## config.mk

```make
export PLATFORM = sky130hd
export DESIGN_NAME = wpid_hist_ram
export DESIGN_NICKNAME = d
export VERILOG_FILES = /design/src/rtl/wpid_hist_ram.sv
export SDC_FILE = /design/constraint.sdc
export NUM_CORES = 1
export LEC_CHECK = 0
export ABC_AREA = 1
export BUFFER_PORTS_ARGS = -buffer_cell sky130_fd_sc_hd__buf_2
export CAP_MARGIN = 15
export CORE_MARGIN = 5
export CORE_UTILIZATION = 40
export DETAILED_ROUTE_END_ITERATION = 10
export HOLD_SLACK_MARGIN = 0.05
export PLACE_DENSITY = 0.53
export SLEW_MARGIN = 30
export SYNTH_ARGS = -nofsm -noshare
export SYNTH_HDL_FRONTEND = slang
export SYNTH_SLANG_ARGS = --single-unit
```

## constraint.sdc

```tcl
create_clock -name i_clk -period 2.8 [get_ports i_clk]
set_clock_uncertainty 0.05 [all_clocks]
set_input_delay 0.28 -clock i_clk [delete_from_list [all_inputs] [get_ports i_clk]]
set_output_delay 0.28 -clock i_clk [all_outputs]
set_load 0.005 [all_outputs]
```

## src/rtl/wpid_hist_ram.sv

```systemverilog
// Sample history memory: one write port, one registered read port.
module wpid_hist_ram #(
    parameter int DEPTH = 8,
    parameter int WIDTH = 32
) (
    input  logic                     i_clk,
    input  logic                     i_we,
    input  logic [$clog2(DEPTH)-1:0] i_waddr,
    input  logic [WIDTH-1:0]         i_wdata,
    input  logic                     i_re,
    input  logic [$clog2(DEPTH)-1:0] i_raddr,
    output logic [WIDTH-1:0]         o_rdata
);

    logic [WIDTH-1:0] r_mem [DEPTH];
    logic [WIDTH-1:0] r_rdata;

    always_ff @(posedge i_clk) begin
        if (i_we) begin
            r_mem[i_waddr] <= i_wdata;
        end
        if (i_re) begin
            r_rdata <= r_mem[i_raddr];
        end
    end

    assign o_rdata = r_rdata;

endmodule

```

==> out/metrics.cfg <==
[drt]
drt-met1-wl_um = 13100
firstDrtPassIters = 5
drc = 0
dr.first_iter.drc_count = 572
wl_um = 27000
met2_length_um = 12400
ant_nets = 0
highest_layer = met4
dr_wl_met3_um = 1290
vias = 7616
wl_per_cell_um = 16.1
viasPerCell = 4.53

[critical_path]
cp_cell_sequence = buf_2
cp_top_family = flip-flops
worstPathBufferInverterCount = 1
endpoint_kind = primary output
cp_slowest_cell = edfxtp_1
path_class = flip-flop to primary output
critPathMaxStageDelay_ns = 0.41
path_max_fanout = 1
start_kind = flip-flop
crit_arrival_ns = 1.12
critPathRequiredTime_ns = 2.47

[grt]
antenna_found_initial = 0
grt_usage_pct = 16.0
grt_max_degree = 129
grt_pass1_vias = 7503
grt_first_pass_wirelength_um = 42400
grt_overflow_total = 0

[logic_synthesis]
ys.flop_type = edfxtp_1
ys_types = 11
synth_seq_cells = 288
async_flop_share_pct = 0
synth.top_cells.by_count = nand2_1, edfxtp_1, inv_1
yosys.area.top_type_share_pct = 70.9
synth-edff-count = 288
yosys_warnings = 0
synthTopCellsByArea = edfxtp_1, nand2_1, inv_1, nand3_1, buf_6
netlist_area_mm2 = 0.0122
syn_inst = 1156
ys_seq_area_share_pct = 70.9
syn_area_per_cell_um2 = 10.5
syn_nets = 1197
yosysMostFrequentCell = nand2_1
yosysTopAreaCell = edfxtp_1

[clocking]
path_clk_slew_ns = 0.06
cts_tree = yes
root_buffer = clkbuf_16
clockBufferDepth = 3
clk-insertion-delay-late_ns = 0.54
cts_buffers = 30
cts.sinks = 288
h-tree-depth = 1

[min_path]
hold_path.class = primary input to flip-flop

[floorplanning]
die-area_mm2 = 0.0341
start_util_pct = 40.2
die_h_um = 185
die_w_um = 185
core-area_mm2 = 0.0303
pin_count = 73
row_count = 64

[sta]
hold_viol = 0
setup_viol = 0
tightest_slew_ns = 0.916
finalSetupTns_ns = 0
finalCritPeriodShare_pct = 51.6
setup_ws_ns = 1.35
worst_hold_slack_ns = 0.230
finalMaxSlewViolations = 0
maxSlewHeadroom_pct = 38.9
timing.final.crit_period_ns = 1.45
fmax_ghz = 0.692
rsz0062_at_grt = no

[placed_design]
pre_cts_slack_ns = 0.897
placed_cell_area_mm2 = 0.0130
portBuffers = 72
place_congestion = 0.762
dpl.hpwl_um = 14200

[job]
drv_cap = 0

[pwr]
leakagePower_nw = 6.43
power_density_mw_per_mm2 = 657
ir_worst_vdd_mv = 0.459

[finish]
fin_nets = 1301
design_area_mm2 = 0.0143
fin_util_pct = 47.0
drive_gt1_share_pct = 11.1
area_delta_synth_final_pct = 17.0
antenna_cells = 0

[run_status]
status = finished clean

state kept, by name (all words and copies together), names as in the netlist:
signal and count:
r_mem 256, o_rdata 32
final cells by class:
class                           instances  area, um^2
Fill cell                            2831       16100
Sequential cell                       288        8650
Multi-Input combinational cell        558        2310
Inverter                              262         985
Timing Repair Buffer                  120         881
Clock buffer                           34         787
Tap cell                              396         495
Clock inverter                         22         150
logic make-up (layout without fill, tap and decap cells):
group	Yosys count	count (layout)	share of synthesized area (%)
flops	288	288	70.9
buf+inv	310	438	10.6
simple gates	558	558	18.5
placed cells by master, fill, tap and decap left out:
cell and n:
clkinv_2 13, buf_4 12, clkbuf_1 3, edfxtp_1 288, inv_1 260, nand3_1 128
bufinv_16 2, nor2_4 8, buf_2 70, clkinv_1 8, inv_2 1, nand2_1 422
dlygate4sd3_1 32, clkbuf_16 31, buf_12 6
path summary, 6_finish.rpt:
kind | endpoint | slack, ns | cells after the start | start
min reg2reg | o_rdata[31] | 0.66 | 6 | r_mem[1][31]
max | o_rdata[13] | 1.35 | 1 | o_rdata[13]
min | o_rdata[29] | 0.23 | 1 | i_re
max reg2reg | o_rdata[11] | 1.67 | 6 | r_mem[7][11]
metal layers:
metal | global-route usage (%) | up-vias
met4 | 2.78 | 0
met2 | 25.7 | 144
met3 | 2.47 | 21
li1 | - | 3825
met5 | 0 | -
met1 | 23.5 | 3626
where the power goes:
group / total [mW] / switching [mW] / internal [mW]
clock network: 3.77 / 1.59 / 2.19
logic: 0.639 / 0.430 / 0.209
registers: 4.96 / 0.0375 / 4.93
total: 9.37 / 2.05 / 7.32
metrics by stage:
step	cells	total power [mW]
global placement	1592	5.66
finish	1680	9.37
global route	1680	9.75
CTS	1680	9.49
floorplan	1156	5.40
detailed placement	1592	5.67
repair_timing:
action | CTS | global route
endpoints found under the hold margin | 256 | 0
hold buffers | 32 | 0
setup buffers | 0 | 0
endpoints found under the setup margin | 0 | 0
resized for setup | 0 | 0
No activity file was read; power rests on OpenSTA's default activity.
