## src/rtl/wpid_pkg.sv

```systemverilog
// Shared types, constants and helpers for the windowed PID controller.
package wpid_pkg;

    localparam int MAX_WINDOW = 8;
    localparam int PTR_W      = $clog2(MAX_WINDOW);
    localparam int CNT_W      = $clog2(MAX_WINDOW + 1);
    localparam int DIV_W      = 38;   // |gain_d * diff * 16| + step/2 fits in 37 bits
    localparam int SAT_W      = 40;
    localparam int MIN_PRIMED = 3;

    localparam logic [1:0] REG_GAIN_P = 2'd0;
    localparam logic [1:0] REG_GAIN_I = 2'd1;
    localparam logic [1:0] REG_GAIN_D = 2'd2;
    localparam logic [1:0] REG_WINDOW = 2'd3;

    localparam logic MODE_PUSH  = 1'b0;
    localparam logic MODE_CLEAR = 1'b1;

    typedef struct packed {
        logic               start;
        logic [DIV_W-1:0]   dividend;
        logic [15:0]        divisor;
    } t_div_req;

    typedef struct packed {
        logic               busy;
        logic [DIV_W-1:0]   quot;
    } t_div_rsp;

    typedef struct packed {
        logic        clip;
        logic [15:0] val;
    } t_sat;

    // Saturate a sign/magnitude value to signed 16 bits.
    function automatic t_sat sat_mag(input logic neg, input logic [SAT_W-1:0] mag);
        t_sat r;
        logic [SAT_W-1:0] m_neg;
        m_neg  = -mag;
        r.clip = 1'b0;
        if (!neg) begin
            if (mag > SAT_W'(32767)) begin
                r.clip = 1'b1;
                r.val  = 16'h7FFF;
            end else begin
                r.val  = mag[15:0];
            end
        end else begin
            if (mag > SAT_W'(32768)) begin
                r.clip = 1'b1;
                r.val  = 16'h8000;
            end else begin
                r.val  = m_neg[15:0];
            end
        end
        return r;
    endfunction

endpackage

```

## src/rtl/wpid_div.sv

```systemverilog
// Restoring divider, one quotient bit per cycle.
module wpid_div
    import wpid_pkg::*;
(
    input  logic     i_clk,
    input  logic     i_rst_n,
    input  t_div_req i_req,
    output t_div_rsp o_rsp
);

    localparam int CW = $clog2(DIV_W + 1);

    logic [CW-1:0]    r_cnt;
    logic [DIV_W-1:0] r_q;
    logic [15:0]      r_rem;
    logic [15:0]      r_den;
    logic [16:0]      n_trial;
    logic             n_ge;
    logic [16:0]      n_diff;

    assign n_trial = {r_rem, r_q[DIV_W-1]};
    assign n_ge    = n_trial >= {1'b0, r_den};
    assign n_diff  = n_trial - {1'b0, r_den};

    always_ff @(posedge i_clk) begin
        if (!i_rst_n) begin
            r_cnt <= '0;
        end else if (i_req.start) begin
            r_cnt <= CW'(DIV_W);
            r_q   <= i_req.dividend;
            r_rem <= '0;
            r_den <= i_req.divisor;
        end else if (r_cnt != '0) begin
            r_cnt <= r_cnt - 1'b1;
            r_q   <= {r_q[DIV_W-2:0], n_ge};
            r_rem <= n_ge ? n_diff[15:0] : n_trial[15:0];
        end
    end

    assign o_rsp.busy = (r_cnt != '0);
    assign o_rsp.quot = r_q;

endmodule

```

## config.mk

```make
export PLATFORM = sky130hd
export DESIGN_NAME = wpid_div
export DESIGN_NICKNAME = d
export VERILOG_FILES = /design/src/rtl/wpid_pkg.sv /design/src/rtl/wpid_div.sv
export SDC_FILE = /design/constraint.sdc
export NUM_CORES = 1
export LEC_CHECK = 0
export ABC_AREA = 1
export BUFFER_PORTS_ARGS = -buffer_cell sky130_fd_sc_hd__buf_2
export CAP_MARGIN = 20
export CORE_UTILIZATION = 45
export CTS_CLUSTER_SIZE = 40
export DETAILED_ROUTE_END_ITERATION = 6
export PLACE_DENSITY = 0.72
export RECOVER_POWER = 100
export SETUP_SLACK_MARGIN = 0.2
export SLEW_MARGIN = 10
export SYNTH_ARGS = -nofsm -noshare
export SYNTH_HDL_FRONTEND = slang
export SYNTH_SLANG_ARGS = --single-unit
export TNS_END_PERCENT = 50
```

## constraint.sdc

```tcl
create_clock -name i_clk -period 9.3 [get_ports i_clk]
set_input_delay 0.93 -clock i_clk [delete_from_list [all_inputs] [get_ports i_clk]]
set_output_delay 0.93 -clock i_clk [all_outputs]
set_load 0.02 [all_outputs]
```

==> results by group, run 1 <==
Global routing
  • First-pass GRT wire length: 15800 um
  • Largest net degree at the start of global routing: 57
  • Vias in the first global route: 3449
  • Grt total ovfl: 0
  • Gr usage total: 20.3%
  • Initial antenna violation count: 0

Die
  • Std-Cell Rows: 35
  • Die area: 10000 sq um
  • IO Count: 96
  • Die width: 100 um
  • Chip Height: 100 um
  • Core area: 9280 sq um
  • Initial core utilization: 46.5%

Worst setup path
  • WS Path Type: in2reg
  • Worst Path Arrival: 5.25 ns
  • Max FO, Critical Path: 41
  • Worst setup SP type: input pin
  • Critical Path End Type: flop
  • Critical Path RT: 9.25 ns
  • R2R cell count: 6

Yosys
  • Cell Area, Synth: 4320 sq um
  • Post-synthesis cell count: 541
  • Mapped Avg Cell Area: 7.99 sq um
  • Unique masters post-synth: 29
  • Ys Warns: 0
  • Sequential area share after synthesis: 51.4%
  • Syn Nets: 616
  • Largest cells by area after synthesis: edfxtp_1 (49%), nand2_1 (21%), inv_1 (6.3%)
  • Flop and latch count out of synthesis: 76
  • Leading area contributor after synthesis: edfxtp_1
  • Number of synthesized flops with an enable pin: 70
  • Post-synth top cells: nand2_1 (237), inv_1 (72), edfxtp_1 (70), nor2_1 (44), nand3_1 (25)
  • Share of the synthesized area in the top cell type: 48.6%
  • Count leader, synth: nand2_1
  • Synth async-reset ratio: 0%
  • Primary FF master, synth: edfxtp_1

Final layout
  • Fillcell total: 895
  • Antenna Cells: 0
  • Nets: 712
  • Share of layout cells above drive strength 1: 13.7%
  • Area delta synth->final: 17.2%

Detailed routing
  • DR pass1 iterations: 4
  • Via total after detailed routing: 3656
  • WL final: 9660 um
  • Detailed router's first-iteration violation count: 255
  • Drt drc: 0
  • Via-per-instance ratio: 4.74
  • Antenna Nets Post-Route: 0
  • WL/cell: 12.5 um

Run status
  • Outcome: finished, violations left
  • Failing checks: max-capacitance violations, max-slew violations

CTS
  • Total CTS buffers: 9
  • CTS H-Tree Depth: 3
  • Reg clk slew, reported paths: 0.09 ns
  • Root buf cell: clkbuf_8
  • CTS tree: done
  • Clock Latency Late Sink: 0.36 ns
  • Clock sinks: 76
  • Setup Buffers After CTS: 0
  • Post-CTS Resized: 0
  • Longest Clk Path Bufs: 2
  • Cts hold-fix bufs: 0

Timing
  • Worst slew margin: -54.0%
  • Final Max Slew Viols: 156
  • Final setup fails: 0
  • Final period utilization: 57.0%
  • Clock Skew: 0.0136 ns
  • Setup TNS: 0 ns
  • Min Tclk post-route: 5.30 ns
  • Worst hold margin: 0.466 ns
  • Final hold vios: 0
  • Peak Freq: 189 MHz
  • Slew @ Worst Pin: 2.31 ns
  • Unrepaired setup endpoints after global routing: no

Power
  • VDD IR-drop max: 0.0947 mV
  • Int Pwr: 0.000655 W
  • Clk pwr share: 26.0%
  • PwrDens: 201 nW/um^2
  • Sequential power share: 44.0%
  • P_sw: 0.000363 W
  • Leak: 2.55 nW
  • Comb pwr share: 30.0%
  • Net Sw Frac: 35.7%

Min path
  • Worst min path class: reg2reg
  • Hold depth: 2

Placement
  • Gpl congestion: 0.934
  • Buffers added on ports: 95
  • Hpwl dp: 7240 um

Run
  • Max Cap Violations: 4
[logic make-up (layout without fill, tap and decap cells)]
group / count (synthesis) / in the layout / synth area share, %
flip-flops: 76 / 76 / 51.4
AO/OA/AOI/OAI: 17 / 17 / 2.06
adder cells (fa/ha/maj): 18 / 18 / 5.38
XOR/XNOR: 6 / 6 / 1.22
buffers and inverters: 93 / 194 / 8.31
AND/OR/NAND/NOR: 331 / 331 / 31.6
[metrics by stage]
| step | std cells | power [W] | utilization (%) | cell area (sq um) | setup WS (ns) |
|---|---|---|---|---|---|
| after detailed placement | 755 | 0.000760 | 53.1 | 4930 | 6.05 |
| after CTS | 771 | 0.00102 | 55.4 | 5140 | 6.45 |
| after global routing | 771 | 0.00108 | 54.6 | 5070 | 3.43 |
| after global placement | 755 | 0.000754 | 53.1 | 4930 | 6.12 |
| after floorplan | 541 | 0.000678 | - | 4320 | 4.73 |
| final | 771 | 0.00102 | 54.6 | 5070 | 4.00 |
[cell type report]
class,count,area (sq um),area share (%)
clock buffer,9,124,2.45
inverter,81,304,6.00
timing repair buffer,97,432,8.52
tap,129,161,3.19
multi-input combinational,372,1740,34.4
sequential,76,2220,43.9
clock inverter,7,82.6,1.63
[power by group through the flow]
stage,logic [W],clock network (W),registers (W)
2_1_floorplan,0.000211,0,0.000467
3_3_place_gp,0.000301,0,0.000452
3_5_place_dp,0.000308,0,0.000453
4_1_cts,0.000309,0.000268,0.000446
5_1_grt,0.000348,0.000282,0.000452
6_report,0.000305,0.000265,0.000448
[registers in the layout, summed over array words and instances (netlist names)]
| signal | cells |
|---|---|
| r_rem | 16 |
| r_q | 38 |
| r_cnt | 6 |
| r_den | 16 |
[layer usage]
layer | track usage (%) | share of wire, %
met2 | 33.0 | 46
met5 | 0 | 0
met1 | 27.2 | 46
met4 | 6.02 | 1.4
met3 | 4.74 | 6.0
[worst paths after layout]
path | from | endpoint | slack (ns)
min reg2reg | r_cnt[3]$_SDFFE_PP0P_ | r_cnt[3]$_SDFFE_PP0P_ | 0.47
min | r_cnt[3]$_SDFFE_PP0P_ | r_cnt[3]$_SDFFE_PP0P_ | 0.47
max | i_req[54] | r_q[30]$_DFFE_PP_ | 4.00
max reg2reg | r_cnt[0]$_SDFFE_PP0P_ | r_q[30]$_DFFE_PP_ | 5.17
[layout by cell type, fill, tap and decap left out, drive strengths merged, types with 3 or more instances in the layout]
cell / netlist / final
nor2: 46 / 46
clkbuf: 6 / 52
nand3b: 7 / 7
a31oi: 3 / 3
ha: 17 / 17
nand2: 241 / 241
inv: 81 / 84
o21ai: 4 / 4
nand3: 26 / 26
buf: 6 / 54
a21oi: 10 / 10
dfxtp: 6 / 6
xor2: 6 / 6
nand4: 5 / 5
edfxtp: 70 / 70
[critical path, stage by stage]
cell and delay (ns):
clkbuf_1 1.19, inv_1 0.15, a31oi_1 1.59, clkbuf_1 1.37
Power figures use the tool's default switching activity.
==> inputs of run 2 (changes only) <==
--- a/config.mk
+++ b/config.mk
@@ -11,7 +11,7 @@
 export CORE_UTILIZATION = 45
 export CTS_CLUSTER_SIZE = 40
 export DETAILED_ROUTE_END_ITERATION = 6
-export PLACE_DENSITY = 0.72
+export PLACE_DENSITY = 0.75
 export RECOVER_POWER = 100
 export SETUP_SLACK_MARGIN = 0.2
 export SLEW_MARGIN = 10
==> constraint.sdc (replaced) <==
create_clock -name i_clk -period 4.5 [get_ports i_clk]
set_input_delay 0.45 -clock i_clk [delete_from_list [all_inputs] [get_ports i_clk]]
set_output_delay 0.45 -clock i_clk [all_outputs]
set_load 0.02 [all_outputs]
==> results by group, run 2 (synthesis results as in run 1) <==
Run status
  • Outcome: finished, violations left (unchanged)
  • Failing checks: max-capacitance violations, max-slew violations (unchanged)

Final layout
  • Nets: 713 (was 712)
  • Commonest non-fill, non-tap cell in the layout: nand2_1 (unchanged)
  • Area delta synth->final: 16.8% (was 17.2%)
  • Largest Register: r_q (unchanged)
  • Most frequent cells in the layout: nand2_1 (238), inv_1 (73), edfxtp_1 (70) (was nand2_1 (237), inv_1 (72), edfxtp_1 (70))
  • Finished Layout Cells: 772 (was 771)
  • Share of layout cells above drive strength 1: 13.7% (about the same)
  • Max reg flops: 38 (unchanged)
  • Antenna Cells: 0 (unchanged)
  • Final Cell Area: 5050 sq um (was 5070 sq um)
  • Largest registers: r_q: 38 flops, r_den: 16 flops, r_rem: 16 flops (unchanged)

Placement
  • Cells after DPL: 756 (was 755)
  • Buffers added on ports: 95 (unchanged)
  • Gpl congestion: 0.903 (was 0.934)
  • Placed Area: 4940 sq um (was 4930 sq um)
  • Hpwl dp: 7140 um (was 7240 um)

Global routing
  • First-pass GRT wire length: 15600 um (was 15800 um)
  • Largest net degree at the start of global routing: 58 (was 57)
  • Initial antenna violation count: 0 (unchanged)
  • Vias in the first global route: 3533 (was 3449)
  • Gr usage total: 20.0% (was 20.3%)
  • Grt total ovfl: 0 (unchanged)

Die
  • Die width: 100 um (unchanged)
  • Initial core utilization: 46.5% (unchanged)
  • IO Count: 96 (unchanged)
  • Die area: 10000 sq um (unchanged)
  • Std-Cell Rows: 35 (unchanged)
  • Core area: 9280 sq um (unchanged)
  • Chip Height: 100 um (unchanged)

Detailed routing
  • WL/cell: 12.0 um (was 12.5 um)
  • Detailed router's first-iteration violation count: 270 (was 255)
  • Via-per-instance ratio: 4.74 (about the same)
  • WL final: 9300 um (was 9660 um)
  • DR pass1 iterations: 4 (unchanged)
  • Via total after detailed routing: 3658 (was 3656)
  • Drt drc: 0 (unchanged)
  • Antenna Nets Post-Route: 0 (unchanged)

Worst setup path
  • Worst setup SP type: flop (was input pin)
  • WS Path Type: reg2reg (was in2reg)
  • Critical Path End Type: flop (unchanged)
  • Max FO, Critical Path: 33 (was 41)
  • Worst Path Arrival: 3.18 ns (was 5.25 ns)
  • Critical Path RT: 4.43 ns (was 9.25 ns)

CTS
  • Clock sinks: 76 (unchanged)
  • Total CTS buffers: 9 (unchanged)
  • Clock Latency Late Sink: 0.35 ns (was 0.36 ns)
  • CTS H-Tree Depth: 3 (unchanged)
  • Longest Clk Path Bufs: 2 (unchanged)
  • Root buf cell: clkbuf_8 (unchanged)
  • Setup Buffers After CTS: 0 (unchanged)
  • Reg clk slew, reported paths: 0.09 ns (about the same)
  • Cts hold-fix bufs: 0 (unchanged)
  • Post-CTS Resized: 0 (unchanged)
  • CTS tree: done (unchanged)

Timing
  • Slew @ Worst Pin: 1.80 ns (was 2.31 ns)
  • Clock Skew: 0.0147 ns (was 0.0136 ns)
  • Setup TNS: 0 ns (unchanged)
  • Min Tclk post-route: 3.25 ns
  • Peak Freq: 308 MHz
  • Worst hold margin: 0.274 ns (was 0.466 ns)
  • Final hold vios: 0 (unchanged)
  • Final setup fails: 0 (unchanged)
  • Unrepaired setup endpoints after global routing: no (unchanged)
  • Worst slew margin: -20.1% (was -54.0%)
  • Final Max Slew Viols: 75 (was 156)
  • Final period utilization: 72.2%

Power
  • PwrDens: 401 nW/um^2 (was 201 nW/um^2)
  • VDD IR-drop max: 0.257 mV (was 0.0947 mV)
  • Leak: 2.55 nW (about the same)

Min path
  • Worst min path class: in2reg (was reg2reg)

Run
  • Max Cap Violations: 2 (was 4)
-- run 2: path summary, 6_finish.rpt --
check                              from                     end  slack [ns]  depth (start not counted)
hold / removal                 i_req[5]      r_den[5]$_DFFE_PP_        0.27                          1
setup / recovery  r_cnt[0]$_SDFFE_PP0P_  r_rem[0]$_SDFFCE_PP0P_        1.25                          6
hold reg to reg   r_cnt[0]$_SDFFE_PP0P_   r_cnt[0]$_SDFFE_PP0P_        0.46                          1
setup reg to reg  r_cnt[0]$_SDFFE_PP0P_  r_rem[0]$_SDFFCE_PP0P_        1.25                          6
-- run 2: per-stage QoR --
step | util, % | power, W | worst slack (ns)
finish | 54.4 | 0.00202 | 1.25
global route | 54.4 | 0.00217 | 0.997
CTS | 55.2 | 0.00205 | 2.14
detailed placement | 53.2 | 0.00157 | 2.01
global placement | 53.2 | 0.00156 | 2.07
floorplan | - | 0.00140 | 0.406
-- run 2: cell type report --
class / count / area [sq um]
Fill cell: 925 / 4230
Sequential cell: 76 / 2220
Multi-Input combinational cell: 372 / 1740
Timing Repair Buffer: 98 / 440
Inverter: 81 / 304
Tap cell: 129 / 161
Clock buffer: 9 / 124
Clock inverter: 7 / 57.6
-- run 2: power by group --
part           leakage, nW  switching, W  internal, W
Clock               0.0881      0.000276     0.000208
Combinational         1.72      0.000409     0.000208
Sequential           0.735     0.0000466     0.000877
Total                 2.55      0.000732      0.00129
-- run 2: routing by layer --
metal,vias up,global-route usage [%],wire length [um]
li1,1892,-,-
met1,1633,27.0,4360
met2,119,31.6,4170
met3,14,4.11,580
met4,0,7.80,180
met5,-,0,0
-- run 2: worst max-delay path: stages (launching register included) --
cell and delay, ns:
dfxtp_1 0.35, inv_1 0.07, ha_1 0.22, nand3_1 0.12, nor2_1 0.10, a31oi_4 0.59
clkbuf_1 1.36
==> inputs of run 3 (changes only) <==
--- a/config.mk
+++ b/config.mk
@@ -11,7 +11,7 @@
 export CORE_UTILIZATION = 45
 export CTS_CLUSTER_SIZE = 40
 export DETAILED_ROUTE_END_ITERATION = 6
-export PLACE_DENSITY = 0.75
+export PLACE_DENSITY = 0.72
 export RECOVER_POWER = 100
 export SETUP_SLACK_MARGIN = 0.2
 export SLEW_MARGIN = 10
==> constraint.sdc (replaced) <==
create_clock -name i_clk -period 3.31 [get_ports i_clk]
set_input_delay 0.331 -clock i_clk [delete_from_list [all_inputs] [get_ports i_clk]]
set_output_delay 0.331 -clock i_clk [all_outputs]
set_load 0.02 [all_outputs]
==> results by group, run 3 (synthesis results as in run 1) <==
Run status
  • Outcome: finished, final reports clean (was finished, violations left)

Die
  • Die area: 10000 sq um (unchanged)
  • IO Count: 96 (unchanged)
  • Die width: 100 um (unchanged)
  • Initial core utilization: 46.5% (unchanged)
  • Std-Cell Rows: 35 (unchanged)
  • Core area: 9280 sq um (unchanged)
  • Chip Height: 100 um (unchanged)

Worst setup path
  • Max FO, Critical Path: 15 (was 33)
  • Worst Path Arrival: 2.75 ns (was 3.18 ns)
  • Critical Path End Type: flop (unchanged)
  • Critical Path RT: 3.43 ns (was 4.43 ns)
  • WS Path Type: reg2reg (unchanged)
  • Worst setup SP type: flop (unchanged)

Timing
  • Final period utilization: 79.5% (was 72.2%)
  • Setup TNS: 0 ns (unchanged)
  • Worst slew margin: 4.89% (was -20.1%)
  • Final Max Slew Viols: 0 (was 75)
  • Clock Skew: 0.0102 ns (was 0.0147 ns)
  • Unrepaired setup endpoints after global routing: no (unchanged)
  • Peak Freq: 380 MHz (was 308 MHz)
  • Final hold vios: 0 (unchanged)
  • Min Tclk post-route: 2.63 ns (was 3.25 ns)
  • Final setup fails: 0 (unchanged)
  • Slew @ Worst Pin: 1.43 ns (was 1.80 ns)
  • Final worst slack: 0.680 ns (was 1.25 ns)

Detailed routing
  • Detailed router's first-iteration violation count: 195 (was 270)
  • Via total after detailed routing: 3691 (was 3658)
  • Via-per-instance ratio: 4.78 (was 4.74)
  • DRT met1 WL: 4570 um (was 4360 um)
  • DR pass1 iterations: 5 (was 4)
  • Met3 WL: 576 um (was 580 um)
  • WL final: 9740 um (was 9300 um)
  • Antenna Nets Post-Route: 0 (unchanged)
  • Drt drc: 0 (unchanged)
  • WL/cell: 12.6 um (was 12.0 um)
  • Wire length on met2: 4420 um (was 4170 um)
  • Max Used Layer: met4 (unchanged)

Global routing
  • Initial antenna violation count: 0 (unchanged)
  • Vias in the first global route: 3584 (was 3533)
  • Largest net degree at the start of global routing: 57 (was 58)
  • First-pass GRT wire length: 16300 um (was 15600 um)
  • Gr usage total: 20.8% (was 20.0%)
  • Grt total ovfl: 0 (unchanged)

Power
  • Int Pwr: 0.00174 W (was 0.00129 W)
  • Clk pwr share: 23.2% (was 23.9%)
  • Net Sw Frac: 36.2% (was 36.1%)
  • P_sw: 0.000992 W (was 0.000732 W)
  • Pwr Total: 0.00274 W (was 0.00202 W)
  • VDD IR-drop max: 0.261 mV (was 0.257 mV)
  • Comb pwr share: 31.2% (was 30.5%)
  • Leak: 2.55 nW (about the same)
  • Sequential power share: 45.6% (about the same)
  • PwrDens: 543 nW/um^2 (was 401 nW/um^2)

Placement
  • Dpl ws: 1.02 ns (was 2.01 ns)
  • Buffers added on ports: 95 (unchanged)
  • Hpwl dp: 7190 um (was 7140 um)
  • Gpl congestion: 0.922 (was 0.903)

Final layout
  • Most frequent cells in the layout: nand2_1 (238), inv_1 (73), edfxtp_1 (70) (unchanged)
  • Footprint of the multi-input gates: 1730 sq um (was 1740 sq um)
  • Antenna Cells: 0 (unchanged)
  • Commonest non-fill, non-tap cell in the layout: nand2_1 (unchanged)
  • Largest registers: r_q: 38 flops, r_den: 16 flops, r_rem: 16 flops (unchanged)
  • Area delta synth->final: 16.6% (was 16.8%)
  • Max reg flops: 38 (unchanged)
  • Fillcell total: 906 (was 925)
  • Share of layout cells above drive strength 1: 13.5% (was 13.7%)
  • Register area: 2220 sq um (unchanged)
  • Largest Register: r_q (unchanged)
  • Nets: 713 (unchanged)

CTS
  • Total CTS buffers: 9 (unchanged)
  • Clock Latency Late Sink: 0.35 ns (about the same)
  • Post-CTS Resized: 0 (unchanged)
  • Reg clk slew, reported paths: 0.09 ns (about the same)
  • CTS tree: done (unchanged)
  • Setup Buffers After CTS: 0 (unchanged)
  • CTS H-Tree Depth: 3 (unchanged)
  • Clock sinks: 76 (unchanged)
  • Longest Clk Path Bufs: 2 (unchanged)
  • Root buf cell: clkbuf_8 (unchanged)
  • Cts hold-fix bufs: 0 (unchanged)

Min path
  • Worst min path class: in2reg (unchanged)

Run
  • Max Cap Violations: 0 (was 2)
run 3: through the flow:
step           hold WS (ns)  instances  cell area (sq um)  utilization, %
4_1_cts               0.140        772               5120            55.1
3_3_place_gp          0.432        756               4950            53.4
3_5_place_dp          0.443        756               4950            53.4
6_report              0.149        772               5040            54.3
5_1_grt               0.134        772               5040            54.3
2_1_floorplan         0.422        541               4330               -
run 3: final cells by class:
type | instances | share of cell area (%)
Sequential cell | 76 | 44.1
Timing Repair Buffer | 98 | 9.06
Inverter | 81 | 6.03
Multi-Input combinational cell | 372 | 34.3
Clock buffer | 9 | 2.46
Tap cell | 129 | 3.20
Clock inverter | 7 | 0.844
run 3: final timing paths:
check | slack [ns] | end | start | cells after the start
hold reg to reg | 0.45 | r_cnt[0]$_SDFFE_PP0P_ | r_cnt[0]$_SDFFE_PP0P_ | 1
setup reg to reg | 0.68 | r_rem[4]$_SDFFCE_PP0P_ | r_rem[7]$_SDFFCE_PP0P_ | 10
hold / removal | 0.15 | r_den[2]$_DFFE_PP_ | i_req[2] | 1
setup / recovery | 0.68 | r_rem[4]$_SDFFCE_PP0P_ | r_rem[7]$_SDFFCE_PP0P_ | 10
run 3: worst max-delay path, cell delays in order (launching register included):
cell      delay, ns
edfxtp_1       0.43
ha_1           0.38
nand2_1        0.12
nor2_1         0.19
nand3_1        0.12
nand3_1        0.16
nand2_4        0.12
nand2_1        0.40
inv_1          0.26
nor2_1         0.16
nor2_1         0.06
run 3: power by group through the flow:
stage / logic, W / registers [W] / clock network, W
after floorplan: 0.000593 / 0.00131 / 0
after global placement: 0.000858 / 0.00126 / 0
after detailed placement: 0.000875 / 0.00126 / 0
after CTS: 0.000878 / 0.00124 / 0.000642
after global routing: 0.000974 / 0.00126 / 0.000678
final: 0.000855 / 0.00125 / 0.000635
run 3: metal layers:
metal / track usage, % / vias to the layer above
li1: - / 1894
met1: 28.3 / 1658
met2: 32.9 / 123
met3: 5.01 / 16
met4: 6.91 / 0
met5: 0 / -
